==> src/hw/rtl/gregorian_date_stepper_defines.svh <==
// ----------------------------------------------------------------------------
// Gregorian date stepper: assertion macros
// Shared concurrent-assertion wrappers; define NO_ASSERTIONS to drop them.
// ----------------------------------------------------------------------------
`ifndef GREGORIAN_DATE_STEPPER_DEFINES_SVH
`define GREGORIAN_DATE_STEPPER_DEFINES_SVH

`ifndef NO_ASSERTIONS
// Check that a condition implies a consequence in the same cycle.
`define GDS_ASSERT_IMPL(label, clk, rst_n, cond, cons) \
    label: assert property (@(posedge clk) disable iff (!rst_n) (cond) |-> (cons)) \
        else $error("gregorian_date_stepper: implication check failed");
// Check that a condition implies a consequence a fixed number of cycles later.
`define GDS_ASSERT_LATER(label, clk, rst_n, cond, dly, cons) \
    label: assert property (@(posedge clk) disable iff (!rst_n) \
        (cond) |-> ##dly (cons)) \
        else $error("gregorian_date_stepper: latency check failed");
`else
`define GDS_ASSERT_IMPL(label, clk, rst_n, cond, cons)
`define GDS_ASSERT_LATER(label, clk, rst_n, cond, dly, cons)
`endif

`endif

==> src/hw/rtl/gds_pkg.sv <==
// ----------------------------------------------------------------------------
// gds_pkg
// Types, constants and the month length function of the date stepper.
// ----------------------------------------------------------------------------
package gds_pkg;

    localparam int DAY_W   = 5;
    localparam int MONTH_W = 4;
    localparam int YEAR_W  = 14;

    localparam int YEAR_MAX       = 9999;
    localparam int YEAR_FIELD_MAX = (1 << YEAR_W) - 1;
    localparam logic [YEAR_W-1:0] YEAR_LIMIT =
        YEAR_W'((YEAR_MAX < YEAR_FIELD_MAX) ? YEAR_MAX : YEAR_FIELD_MAX);
    localparam logic [YEAR_W-1:0] YEAR_FIRST = YEAR_W'(1);

    // floor(y / 25) = (y * RECIP25) >> RECIP_SHIFT, exact for all 14-bit y
    localparam int RECIP_SHIFT = 19;
    localparam int RECIP_W     = 15;
    localparam logic [RECIP_W-1:0] RECIP25 =
        RECIP_W'(((1 << RECIP_SHIFT) + 24) / 25);
    localparam int PROD_W = YEAR_W + RECIP_W;
    localparam int Q_W    = PROD_W - RECIP_SHIFT;

    localparam logic [MONTH_W-1:0] MONTH_JAN = MONTH_W'(1);
    localparam logic [MONTH_W-1:0] MONTH_FEB = MONTH_W'(2);
    localparam logic [MONTH_W-1:0] MONTH_APR = MONTH_W'(4);
    localparam logic [MONTH_W-1:0] MONTH_JUN = MONTH_W'(6);
    localparam logic [MONTH_W-1:0] MONTH_SEP = MONTH_W'(9);
    localparam logic [MONTH_W-1:0] MONTH_NOV = MONTH_W'(11);
    localparam logic [MONTH_W-1:0] MONTH_DEC = MONTH_W'(12);

    localparam logic [DAY_W-1:0] DAY_FIRST = DAY_W'(1);
    localparam logic [DAY_W-1:0] DAY_LAST_DEC = DAY_W'(31);

    typedef enum logic [0:0] {
        ACT_NEXT = 1'b0,
        ACT_PREV = 1'b1
    } t_action;

    typedef enum logic [1:0] {
        ST_OK        = 2'd0,
        ST_BAD_MONTH = 2'd1,
        ST_BAD_YEAR  = 2'd2
    } t_status;

    typedef struct packed {
        logic               action;
        logic [DAY_W-1:0]   day_in;
        logic [MONTH_W-1:0] month_in;
        logic [YEAR_W-1:0]  year_in;
    } t_in_item;

    typedef struct packed {
        logic [DAY_W-1:0]   day_out;
        logic [MONTH_W-1:0] month_out;
        logic [YEAR_W-1:0]  year_out;
        logic [1:0]         status;
    } t_out_item;

    // after the reciprocal multiply
    typedef struct packed {
        logic           valid;
        t_in_item       item;
        logic [Q_W-1:0] q25;
    } t_s1;

    // after the leap test and month length lookup
    typedef struct packed {
        logic             valid;
        t_in_item         item;
        logic             month_ok;
        logic             year_ok;
        logic [DAY_W-1:0] len_cur;
        logic [DAY_W-1:0] len_prev;
    } t_s2;

    function automatic logic [DAY_W-1:0] days_in(input logic [MONTH_W-1:0] m,
                                                 input logic leap);
        logic [DAY_W-1:0] len;
        len = DAY_W'(31);
        if (m == MONTH_FEB) begin
            len = leap ? DAY_W'(29) : DAY_W'(28);
        end else if (m == MONTH_APR || m == MONTH_JUN ||
                     m == MONTH_SEP || m == MONTH_NOV) begin
            len = DAY_W'(30);
        end
        return len;
    endfunction

endpackage

==> src/hw/rtl/gds_year_div.sv <==
// ----------------------------------------------------------------------------
// gds_year_div
// Stage 1: register the item with the year divided by 25.
// ----------------------------------------------------------------------------
module gds_year_div (
    input  logic              i_clk,
    input  logic              i_rst_n,
    input  logic              i_valid,
    input  gds_pkg::t_in_item i_item,
    output gds_pkg::t_s1      o_stage
);

    logic [gds_pkg::PROD_W-1:0] prod;

    assign prod = gds_pkg::PROD_W'(i_item.year_in) * gds_pkg::PROD_W'(gds_pkg::RECIP25);

    always_ff @(posedge i_clk) begin
        if (!i_rst_n) begin
            o_stage.valid <= 1'b0;
        end else begin
            o_stage.valid <= i_valid;
        end
        o_stage.item <= i_item;
        o_stage.q25  <= prod[gds_pkg::PROD_W-1:gds_pkg::RECIP_SHIFT];
    end

endmodule

==> src/hw/rtl/gds_month_len.sv <==
// ----------------------------------------------------------------------------
// gds_month_len
// Stage 2: leap year test, range checks and month lengths.
// ----------------------------------------------------------------------------
module gds_month_len (
    input  logic         i_clk,
    input  logic         i_rst_n,
    input  gds_pkg::t_s1 i_stage,
    output gds_pkg::t_s2 o_stage
);

    logic [gds_pkg::YEAR_W-1:0]  year;
    logic [gds_pkg::MONTH_W-1:0] month;
    logic [gds_pkg::MONTH_W-1:0] month_prev;
    logic [gds_pkg::YEAR_W-1:0]  q_times_25;
    logic                        div25;
    logic                        leap;

    assign year  = i_stage.item.year_in;
    assign month = i_stage.item.month_in;

    // q * 25 = q * 16 + q * 8 + q
    assign q_times_25 = (gds_pkg::YEAR_W'(i_stage.q25) << 4)
                      + (gds_pkg::YEAR_W'(i_stage.q25) << 3)
                      + gds_pkg::YEAR_W'(i_stage.q25);
    assign div25 = (q_times_25 == year);

    // by 4, and not by 100 unless by 400 (by 100 = by 4 and by 25)
    assign leap = (year[1:0] == 2'b00) && (!div25 || (year[3:0] == 4'b0000));

    assign month_prev = (month == gds_pkg::MONTH_JAN) ? gds_pkg::MONTH_DEC
                                                      : month - gds_pkg::MONTH_W'(1);

    always_ff @(posedge i_clk) begin
        if (!i_rst_n) begin
            o_stage.valid <= 1'b0;
        end else begin
            o_stage.valid <= i_stage.valid;
        end
        o_stage.item     <= i_stage.item;
        o_stage.month_ok <= (month >= gds_pkg::MONTH_JAN) && (month <= gds_pkg::MONTH_DEC);
        o_stage.year_ok  <= (year >= gds_pkg::YEAR_FIRST) && (year <= gds_pkg::YEAR_LIMIT);
        o_stage.len_cur  <= gds_pkg::days_in(month, leap);
        o_stage.len_prev <= gds_pkg::days_in(month_prev, leap);
    end

endmodule

==> src/hw/rtl/gds_step.sv <==
// ----------------------------------------------------------------------------
// gds_step
// Stage 3: advance or step back the date and register the result.
// ----------------------------------------------------------------------------
module gds_step (
    input  logic               i_clk,
    input  logic               i_rst_n,
    input  gds_pkg::t_s2       i_stage,
    output logic               o_valid,
    output gds_pkg::t_out_item o_result
);

    logic [gds_pkg::DAY_W-1:0]   d;
    logic [gds_pkg::MONTH_W-1:0] m;
    logic [gds_pkg::YEAR_W-1:0]  y;
    gds_pkg::t_out_item          n_result;

    assign d = i_stage.item.day_in;
    assign m = i_stage.item.month_in;
    assign y = i_stage.item.year_in;

    always_comb begin
        n_result.day_out   = d;
        n_result.month_out = m;
        n_result.year_out  = y;
        n_result.status    = gds_pkg::ST_OK;
        if (!i_stage.month_ok) begin
            n_result.status = gds_pkg::ST_BAD_MONTH;
        end else if (!i_stage.year_ok) begin
            n_result.status = gds_pkg::ST_BAD_YEAR;
        end else if (i_stage.item.action == gds_pkg::ACT_NEXT) begin
            if (d < i_stage.len_cur) begin
                n_result.day_out = d + gds_pkg::DAY_W'(1);
            end else if (m != gds_pkg::MONTH_DEC) begin
                n_result.day_out   = gds_pkg::DAY_FIRST;
                n_result.month_out = m + gds_pkg::MONTH_W'(1);
            end else if (y == gds_pkg::YEAR_LIMIT) begin
                n_result.status = gds_pkg::ST_BAD_YEAR;
            end else begin
                n_result.day_out   = gds_pkg::DAY_FIRST;
                n_result.month_out = gds_pkg::MONTH_JAN;
                n_result.year_out  = y + gds_pkg::YEAR_W'(1);
            end
        end else begin
            if (d > gds_pkg::DAY_FIRST) begin
                n_result.day_out = d - gds_pkg::DAY_W'(1);
            end else if (m != gds_pkg::MONTH_JAN) begin
                n_result.day_out   = i_stage.len_prev;
                n_result.month_out = m - gds_pkg::MONTH_W'(1);
            end else if (y == gds_pkg::YEAR_FIRST) begin
                n_result.status = gds_pkg::ST_BAD_YEAR;
            end else begin
                n_result.day_out   = gds_pkg::DAY_LAST_DEC;
                n_result.month_out = gds_pkg::MONTH_DEC;
                n_result.year_out  = y - gds_pkg::YEAR_W'(1);
            end
        end
    end

    always_ff @(posedge i_clk) begin
        if (!i_rst_n) begin
            o_valid <= 1'b0;
        end else begin
            o_valid <= i_stage.valid;
        end
        o_result <= n_result;
    end

endmodule

==> src/hw/rtl/gregorian_date_stepper.sv <==
// ----------------------------------------------------------------------------
// gregorian_date_stepper
// Next or previous Gregorian date in a three-stage pipeline.
// ----------------------------------------------------------------------------
// Pulse start with a date and a direction; when it leaves the last stage o_done
// is high for one cycle with the stepped date and a status (ok, bad month, or
// bad year: the year is outside 1..9999 or would leave it). A new date may be
// started every cycle, so the sustained rate is one date per clock. The
// three pipeline stages are a reciprocal multiply that divides the
// year by 25, the leap year test with the month length lookup, and the day,
// month and year step itself. busy never rises, and results are not held:
// the receiver must take each one in the cycle o_done marks it. Reset only
// clears the stage valid bits; there is no state and no clearing pass.
// On an error status the input date comes back unchanged.
// ----------------------------------------------------------------------------
`include "gregorian_date_stepper_defines.svh"

module gregorian_date_stepper (
    input  logic               i_clk,
    input  logic               i_rst_n,
    input  logic               start,
    output logic               busy,
    input  gds_pkg::t_in_item  i_item,
    output logic               o_done,
    output gds_pkg::t_out_item o_result
);

    gds_pkg::t_s1 s1;
    gds_pkg::t_s2 s2;
    logic         in_xfer;

    // every stage advances each cycle, so a transfer is never refused
    assign busy    = 1'b0;
    assign in_xfer = start && !busy;

    // stage 1: divide the year by 25 through its reciprocal
    gds_year_div u_year_div (
        .i_clk   (i_clk),
        .i_rst_n (i_rst_n),
        .i_valid (in_xfer),
        .i_item  (i_item),
        .o_stage (s1)
    );

    // stage 2: leap year, range checks, length of this and the previous month
    gds_month_len u_month_len (
        .i_clk   (i_clk),
        .i_rst_n (i_rst_n),
        .i_stage (s1),
        .o_stage (s2)
    );

    // stage 3: step the date and hold the result for its one-cycle transfer
    gds_step u_step (
        .i_clk    (i_clk),
        .i_rst_n  (i_rst_n),
        .i_stage  (s2),
        .o_valid  (o_done),
        .o_result (o_result)
    );

    // every accepted date produces its result on o_done after the year divide, month length and step registers
    `GDS_ASSERT_LATER(a_latency, i_clk, i_rst_n, in_xfer, 3, o_done)
    // a good result always carries a real month and a nonzero day
    `GDS_ASSERT_IMPL(a_ok_date, i_clk, i_rst_n, o_done && (o_result.status == gds_pkg::ST_OK), (o_result.month_out >= gds_pkg::MONTH_JAN) && (o_result.month_out <= gds_pkg::MONTH_DEC) && (o_result.day_out >= gds_pkg::DAY_FIRST))
    // an error returns the date that went in
    `GDS_ASSERT_IMPL(a_err_hold, i_clk, i_rst_n, o_done && (o_result.status != gds_pkg::ST_OK), (o_result.day_out == $past(i_item.day_in, 3)) && (o_result.month_out == $past(i_item.month_in, 3)) && (o_result.year_out == $past(i_item.year_in, 3)))
    // a bad month is reported exactly when the month that went in was bad
    `GDS_ASSERT_IMPL(a_bad_month, i_clk, i_rst_n, o_done, (o_result.status == gds_pkg::ST_BAD_MONTH) == (($past(i_item.month_in, 3) < gds_pkg::MONTH_JAN) || ($past(i_item.month_in, 3) > gds_pkg::MONTH_DEC)))

endmodule

==> config.mk <==
export PLATFORM = sky130hd
export DESIGN_NAME = gregorian_date_stepper
export DESIGN_NICKNAME = d
export VERILOG_FILES = /design/src/hw/rtl/gds_pkg.sv /design/src/hw/rtl/gds_year_div.sv /design/src/hw/rtl/gds_month_len.sv /design/src/hw/rtl/gds_step.sv /design/src/hw/rtl/gregorian_date_stepper.sv
export VERILOG_INCLUDE_DIRS = /design/src /design/src/hw/rtl
export SDC_FILE = /design/constraint.sdc
export NUM_CORES = 1
export LEC_CHECK = 0
export ABC_CLOCK_PERIOD_IN_PS = 4300
export BUFFER_PORTS_ARGS = -buffer_cell sky130_fd_sc_hd__buf_2
export CORE_AREA = 2 2 126 128
export DETAILED_ROUTE_END_ITERATION = 12
export DIE_AREA = 0 0 128 130
export PLACE_DENSITY = 0.78
export SYNTH_ARGS = -nofsm -noshare
export SYNTH_HDL_FRONTEND = slang
export SYNTH_SLANG_ARGS = --single-unit
==> constraint.sdc <==
create_clock -name i_clk -period 4.3 [get_ports i_clk]
set_input_delay 0.43 -clock i_clk [delete_from_list [all_inputs] [get_ports i_clk]]
set_output_delay 0.43 -clock i_clk [all_outputs]
set_load 0.05 [all_outputs]
# == Word-level counts from Yosys, hierarchy flattened ==
# Cells that the tools add are included.
# totals
register_bits,98
# op_classes
add_sub_neg,9
n_mul,1
magnitude_cmp,6
n_eq_ne,16
muxes,22
n_reduce_logical,13
# op_table
op,count
$mux W23,4
$mux W20,2
$mux W16,2
$mul A14 B13 Y27 const B,1
$mux W25,1
$mux W9,2
$eq A4 B3 Y1 const B,4
$eq A4 B4 Y1 const B,4
$mux W5,3
$add A14 B1 Y14 const B,1
$add A14 B10 Y14,1
$add A14 B13 Y14,1
$eq A14 B1 Y1 const B,1
$eq A14 B14 Y1,1
$eq A14 B14 Y1 const B,1
$ge A14 B1 Y1 const B,1
$le A14 B14 Y1 const B,1
$sub A14 B1 Y14 const B,1
$eq A4 B2 Y1 const B,2
$mux W2,4
$sub A4 B1 Y4 const B,2
$logic_or A1 B1 Y1,7
$add A5 B1 Y5 const B,1
$gt A5 B1 Y1 const B,1
14 further kinds,18

# == Longest topological paths before layout ==
# Gate-level depths: netlist of run 1.
# depth
depth_word,8
ltp_mapped,19

# == Modules after synthesis ==
# From an unflattened synthesis of run 1, not the netlist that was laid out.
# hier_totals
hier_cells,789
hier_area_um2,7696.1
# modules_own_cells
mod,n_inst,cells_per_inst,area_each_um2
gds_year_div,1,344,3917.5
gds_step,1,273,2097.0
gds_month_len,1,170,1670.4
gregorian_date_stepper,1,2,11.3

# == Worst setup path after synthesis of run 1 ==
# No wires, ideal clock.
# synth_timing
kind,input -> register
start,input i_item[11] (netlist bit)
end,register u_year_div.o_stage[9] (netlist bit)
setup_time_ns,0.124
arrival_ns,4.418
slack_ns,-0.242
stages,18
path_cell_list,inv_1 -> fa_1 -> inv_1 -> ha_1 -> inv_1 -> fa_1 -> inv_1 -> fa_1 -> inv_1 -> fa_1 -> inv_1 -> ha_1 -> nand4_1 -> or2_2 -> o22a_1 -> a211oi_1 -> a311oi_1 -> xnor2_1
# synth_via
elab_chain_len,1
# synth_lines
element,line,rtl
"start, declared",gregorian_date_stepper.sv:23,"input gds_pkg::t_in_item i_item,"
$mul A14 B13 Y27,gds_year_div.sv:15,assign prod = gds_pkg::PROD_W'(i_item.year_in) * gds_pkg::PROD_W'(gds_pkg::RECIP25);
net u_year_div.prod (one bit),gds_year_div.sv:13,logic [gds_pkg::PROD_W-1:0] prod;
"end, declared",gds_year_div.sv:10,output gds_pkg::t_s1 o_stage
# The timed path passes the listed nets, and every way through them passes these cells.
# A chain may end at the register's enable or synchronous reset.

# == Final worst setup path of run 1 ==
# layout_timing
start,input i_item[8] (netlist bit)
end,register u_year_div.o_stage[7] (netlist bit)
# Same word-level chain as after synthesis.

==> results.ini, run 1 <==
[outcome]
outcome=finished with violations
violations=setup timing

[critical_path]
critPathLaunch=i_item[8]
crit_fanout=6
crit_path_top_delay_cell=fa_1
crit_family=adder cells
start_kind=primary input
cp_num_buf_inv=5
worstPathCellList=buf_4 > fa_1 > ha_4 > fa_1 > fa_1 > inv_1 > fa_1 > inv_2 > ha_4 > buf_4 > nand4_1 > or2_4 > o22a_4 > a211oi_4 > buf_4 > a211oi_2 > xnor2_1
required_ns=4.54
reg2reg_from=u_year_div.o_stage[1]
cp-end-kind=flip-flop
path_class=in2reg
crit_arrival_ns=4.62
critical_path.max_stage_delay_ns=0.59
crit_top_cell=fa_1

[cells_and_area]
utilization_pct=58.9
seqCellArea_um2=1840
finalNetCount=1098
diodes=0
drive_gt1_share_pct=23.9
syn2layout_area_growth_pct=22.6
fill_cells=1285
stdcell_count=1079
design_area_um2=9080
multi_input_area_um2=5380

[synthesis]
ys_async_sr_fraction_pct=0
synth_area_um2=7410
ys_seq_area_share_pct=24.9
synthCells=764
syn_avg_cell_area_um2=9.70
syn_nets=980
yosys_warnings=0
ys_types=71
synth-edff-count=0
ys.flop_type=dfxtp_1
ys_ff_latch=92

[sta]
finalWorstSetupSlack_ns=-0.0842
layout_min_cycle_time_ns=4.38
fin_setup_tns_ns=-0.135
slew_headroom_pct=41.5
holdWs_ns=0.175
max_freq_mhz=228
fin_crit_sh_pct=102
fin_skew_ns=0.00647
final_hold_viol_count=0
worst_pin_slew_ns=0.875
maxSlewViolCount=0
rsz0062_at_grt=true
finalSetupViolCount=2

[pwr]
p_leak_nw=4.31
ir_drop_mv=0.345
p_per_area_nw_per_um2=684

[clock_network]
cts_max_path_buffers=2
clk_pin_slew_ns=0.07
ctsHoldBuffers=0
htree_num_levels=3
worstSkewPairLatency_ns=0.35
tritoncts=built
clock-root-buffer=clkbuf_16
numCtsBuffers=9
clkSinkCount=92

[global_routing]
antenna_found_initial=0
grt_pass1_vias=5923
grt_use_total_pct=20.9
grt.overflow.total=0
grt_pass1_wl_um=27600
grt_start_max_net_pins=26

[route]
dr_wl_met3_um=604
antenna_left=0
num_vias=5901
wl_per_cell_um=16.8
route.detailed.drc=0
drt_wl_total_um=18100
drt-pass1-iter-count=5
dr.max_layer_used=met4
first_iter_violations=449
viasPerCell=5.47
drt-met1-wl_um=7280
route.met2.wl_um=9600

[die]
start_util_pct=48.0
die-area_um2=16600
die_w_um=128
io_pins=54
core_um2=15400
rows=46
fp.dieH_um=130

[placement]
postPlaceCellArea_um2=8460
place_congestion=0.899
io_buffers=52
hpwlAfterDp_um=13800
dp_cells=1058

[run]
max_cap_viol_count=0

[min_path]
worstHoldStart=i_item[16]
hp-class=in2reg

## per-stage QoR
step | worst slack, ns | total power, mW
3_5_place_dp | -0.513 | 4.84
2_1_floorplan | -0.0295 | 3.85
3_3_place_gp | -0.384 | 4.66
6_report | -0.0842 | 6.22
5_1_grt | -0.207 | 6.69
4_1_cts | -0.00881 | 5.70
## cell type report
type,instances,area share [%]
multi-input cells,535,59.2
inverters,121,5.07
flip-flops and latches,92,20.3
clock inverters,7,0.730
clock buffers,9,2.48
well taps,192,2.64
repair buffers,123,9.63
## cells in the mapped netlist (3+ instances only)
| library cell | count | area share [%] |
|---|---|---|
| xnor2_1 | 27 | 3.2 |
| or3_1 | 3 | 0.25 |
| o21ai_0 | 24 | 1.6 |
| inv_1 | 121 | 6.1 |
| fa_1 | 70 | 19 |
| nand3_1 | 17 | 1.1 |
| nor2_2 | 3 | 0.25 |
| nor4_1 | 6 | 0.51 |
| clkbuf_1 | 10 | 0.51 |
| ha_1 | 119 | 20 |
| nand4_1 | 9 | 0.76 |
| a32oi_1 | 4 | 0.47 |
| a21oi_1 | 35 | 2.4 |
| a21o_1 | 6 | 0.61 |
| o221ai_1 | 3 | 0.35 |
| a211oi_1 | 7 | 0.71 |
| nor2b_1 | 4 | 0.34 |
| and3_1 | 5 | 0.42 |
| nand2_1 | 32 | 1.6 |
| buf_2 | 3 | 0.20 |
| a22oi_1 | 3 | 0.30 |
| o21ai_1 | 5 | 0.34 |
| xor2_1 | 17 | 2.0 |
| nor3_1 | 20 | 1.4 |
| o21bai_1 | 3 | 0.30 |
| dfxtp_1 | 92 | 25 |
| o31ai_1 | 7 | 0.71 |
| nor2_1 | 42 | 2.1 |
| and2_1 | 7 | 0.59 |
| a31oi_1 | 6 | 0.51 |
## path summary, 6_finish.rpt
| check | endpoint | cells after the start | slack (ns) |
|---|---|---|---|
| min reg2reg | u_month_len.o_stage[35] | 0 | 0.33 |
| min | u_year_div.o_stage[26] | 1 | 0.17 |
| max reg2reg | u_month_len.o_stage[0] | 10 | 0.97 |
| max | u_year_div.o_stage[7] | 17 | -0.08 |
## timing repair
action / CTS / global route
endpoints found under the hold margin: 0 / 0
endpoints found under the setup margin: 6 / 8
buffers inserted: 0 / 5
pin swaps: 12 / 33
resized for setup: 17 / 52
## per-layer routing
metal  GRT usage (%)  vias to the layer above
li1                -                     2829
met1            23.9                     2855
met2            38.5                      165
met3            3.49                       52
met4            9.18                        0
met5               0                        -
## layout by cell type, fill, tap and decap left out, types with 5 or more instances in the layout
cell type,netlist,routed
xor2_1,17,17
o31ai_1,7,7
inv_2,0,15
a21oi_1,35,28
o21ai_1,5,5
o21ai_0,24,22
nor3_1,20,20
fa_1,70,67
a31oi_1,6,6
buf_4,1,74
nor4_1,6,6
inv_1,121,104
and3_1,5,5
a21o_1,6,6
nor2_1,42,41
nand4_1,9,9
buf_2,3,42
ha_1,119,100
xnor2_1,27,26
ha_4,0,15
and2_1,7,7
a21oi_2,1,8
dfxtp_1,92,92
nand2_1,32,30
nand3_1,17,17
clkbuf_16,0,9
## sequential cells by signal, indices dropped and copies added (netlist names)
| name | cells |
|---|---|
| u_year_div.o_stage | 35 |
| u_step.o_result | 25 |
| u_month_len.o_stage | 31 |
| u_step.o_valid | 1 |
## kinds of logic (layout without fill, tap and decap cells)
group / count (synthesis) / in the layout / synth area share, %
fa+ha+maj: 189 / 189 / 39.0
xor+xnor: 44 / 44 / 5.20
flops: 92 / 92 / 24.9
buf+inv: 137 / 260 / 7.14
mux: 1 / 1 / 0.135
compound gates: 127 / 127 / 11.1
other cells: 1 / 1 / 0.0506
simple gates: 173 / 173 / 12.5
## power breakdown
group | internal, mW | leakage [nW] | switching (mW)
clock | 0.407 | 0.145 | 0.351
combinational | 2.13 | 3.39 | 2.25
sequential | 0.962 | 0.775 | 0.112
Power figures use the tool's default switching activity.
==> run 2: changes to the inputs <==
- ABC_CLOCK_PERIOD_IN_PS: 4300 -> 3900
- clock period: 4.3 -> 3.9 ns (I/O delays scaled with it)
==> run 2 against run 1 <==
  * The run still ends with setup timing left
  * Core utilization is 1.5 points higher
  * Clock skew grew 0.0017 ns
  * Hold slack worse by 0.031 ns
  * Count of clock-buffer cells in the layout unchanged
  * Non-clock buffer count rose by 15
  * Cell area increased by 2.5%
  * Cell count rose by 1.4%
  * First-iteration DRC count fell by 16%
  * Global-route usage grew 0.73 points
  * Clock power grew 30%
  * Power rose by 12%
  * Sequential share of layout area fell by 0.50 points
==> results.ini, run 2 (synthesis results as in run 1) <==
[clock_network]
clkSinkCount=92  ; unchanged
tritoncts=built
clock-root-buffer=clkbuf_16
worstSkewPairLatency_ns=0.35  ; about the same
cts_max_path_buffers=2  ; unchanged
clk_pin_slew_ns=0.06  ; about the same
ctsHoldBuffers=0  ; unchanged
htree_num_levels=3  ; unchanged
numCtsBuffers=9  ; unchanged

[critical_path]
cp-end-kind=flip-flop
required_ns=4.13  ; -0.41 ns
path_class=in2reg
start_kind=primary input
crit_fanout=6  ; unchanged
crit_arrival_ns=4.54  ; -0.08 ns
r2r_cells=10  ; unchanged

[pwr]
ir_drop_mv=0.443  ; +28%
p_per_area_nw_per_um2=748  ; +9.4%
pwr-share-comb_pct=68.8  ; -1.7 points
p_sw_mw=2.87  ; +5.8%
p_int_mw=4.10  ; +17%
clockPowerShare_pct=14.2  ; +2.0 points
sw_frac_of_total_pct=41.2  ; -2.5 points
p_leak_nw=4.43  ; +2.8%
seqPwrFrac_pct=17.0  ; -0.3 points

[route]
drt_wl_total_um=17300  ; -4.6%
drt-pass1-iter-count=5  ; unchanged
antenna_left=0  ; unchanged
viasPerCell=5.38  ; -1.6%
wl_per_cell_um=15.8  ; -5.9%
first_iter_violations=378  ; -16%
num_vias=5890  ; -0.19%
route.detailed.drc=0  ; unchanged

[die]
rows=46  ; unchanged
fp.dieH_um=130  ; unchanged
io_pins=54  ; unchanged
die_w_um=128  ; unchanged
die-area_um2=16600  ; unchanged
core_um2=15400  ; unchanged
start_util_pct=48.0  ; unchanged

[sta]
finalWorstSetupSlack_ns=-0.411  ; -0.327 ns
final_hold_viol_count=0  ; unchanged
fin_crit_sh_pct=111
max_freq_mhz=232
rsz0062_at_grt=true
worst_pin_slew_ns=0.949  ; +0.0739 ns
layout_min_cycle_time_ns=4.31
finalSetupViolCount=9  ; +7
maxSlewViolCount=0  ; unchanged
fin_skew_ns=0.00819  ; +0.00172 ns
fin_setup_tns_ns=-2.38  ; -2.25 ns
slew_headroom_pct=36.6  ; -4.9 points

[cells_and_area]
largest_reg_flops=35  ; unchanged
layout_common_cells=inv_1 (105), ha_1 (101), dfxtp_1 (92), buf_4 (80), fa_1 (66)
utilization_pct=60.4  ; +1.5 points
finalNetCount=1113  ; +1.4%
diodes=0  ; unchanged
syn2layout_area_growth_pct=25.7
regMostFlops=u_year_div.o_stage
fill_cells=1245  ; -3.1%
layout_commonest_cell=inv_1
drive_gt1_share_pct=25.3  ; +1.4 points
top_regs=u_year_div.o_stage (35), u_month_len.o_stage (31), u_step.o_result (25)

[global_routing]
grt_start_max_net_pins=26  ; unchanged
grt_pass1_wl_um=28500  ; +2.9%
grt_pass1_vias=6076  ; +2.6%
busiest_layer=met2
antenna_found_initial=0  ; unchanged
met2_usage_pct=39.7  ; +1.2 points
grt_use_total_pct=21.6  ; +0.73 points
met1_usage_pct=25.4  ; +1.5 points
grt_use_met3_pct=3.28  ; -0.21 points
grt.overflow.total=0  ; unchanged

[placement]
io_buffers=52  ; unchanged
hpwlAfterDp_um=13500  ; -1.8%
place_congestion=0.905  ; +0.73%

[min_path]
hp-class=in2reg
worstHoldPathCells=1  ; unchanged

[run]
max_cap_viol_count=0  ; unchanged

[outcome]
violations=setup timing
outcome=finished with violations

## run 2: cell types whose count changed in the layout (fill, tap and decap cells not counted), moves of 2 or more
cell / previous run / this run
buf_4: 74 / 80
buf_6: 3 / 8
bufinv_16: 0 / 3
buf_12: 3 / 5
inv_8: 2 / 0
## run 2: per-layer routing
metal / up-vias / wire length, um
met1: 2804 / 6930
met2: 172 / 8980
li1: 2859 / -
met5: - / 0
met4: 0 / 702
met3: 55 / 671
## run 2: final cells by class
cell class              count  area [um2]  share of cell area (%)
flip-flops and latches     92        1840                    19.8
repair buffers            138        1030                    11.0
clock buffers               9         225                    2.42
well taps                 192         240                    2.58
clock inverters             7         121                    1.30
multi-input cells         535        5390                    57.8
inverters                 121         470                    5.05
## run 2: final timing paths
path / from / end / slack [ns]
max reg2reg: u_year_div.o_stage[4] / u_month_len.o_stage[0] / 0.70
min: i_item[17] / u_year_div.o_stage[27] / 0.14
min reg2reg: u_year_div.o_stage[32] / u_month_len.o_stage[34] / 0.33
max: i_item[10] / u_year_div.o_stage[9] / -0.41
## run 2: timing repair
action                     CTS  global route
setup endpoints to repair    9             9
pin swaps                   30             8
setup buffers                7             2
resized for setup           37            29
## run 2: power groups by stage
stage	logic, mW	clock network [mW]	registers [mW]
6_report	4.79	0.989	1.19
5_1_grt	5.32	1.06	1.20
4_1_cts	4.51	1.01	1.19
3_5_place_dp	4.26	0	1.21
3_3_place_gp	4.10	0	1.20
2_1_floorplan	3.04	0	1.25
## run 2: worst max-delay path, stage by stage
cell      delay (ns)
buf_12          0.11
buf_4           0.13
ha_4            0.27
fa_2            0.45
fa_1            0.53
fa_1            0.51
inv_1           0.05
fa_1            0.49
inv_1           0.05
ha_2            0.34
nand4_1         0.14
or2_4           0.26
o22a_4          0.24
a211oi_4        0.27
a311oi_2        0.14
xnor2_1         0.15
## run 2: per-stage QoR
step | instance area (um2) | setup slack (ns) | hold slack, ns | power, mW | instances
finish | 9310 | -0.411 | 0.144 | 6.97 | 1094
global route | 9310 | -0.492 | 0.131 | 7.59 | 1094
CTS | 9170 | -0.340 | 0.136 | 6.70 | 1092
detailed placement | 8600 | -0.844 | 0.312 | 5.46 | 1069
global placement | 8600 | -0.768 | 0.312 | 5.30 | 1069
floorplan | 7570 | -0.377 | 0.310 | 4.29 | 764
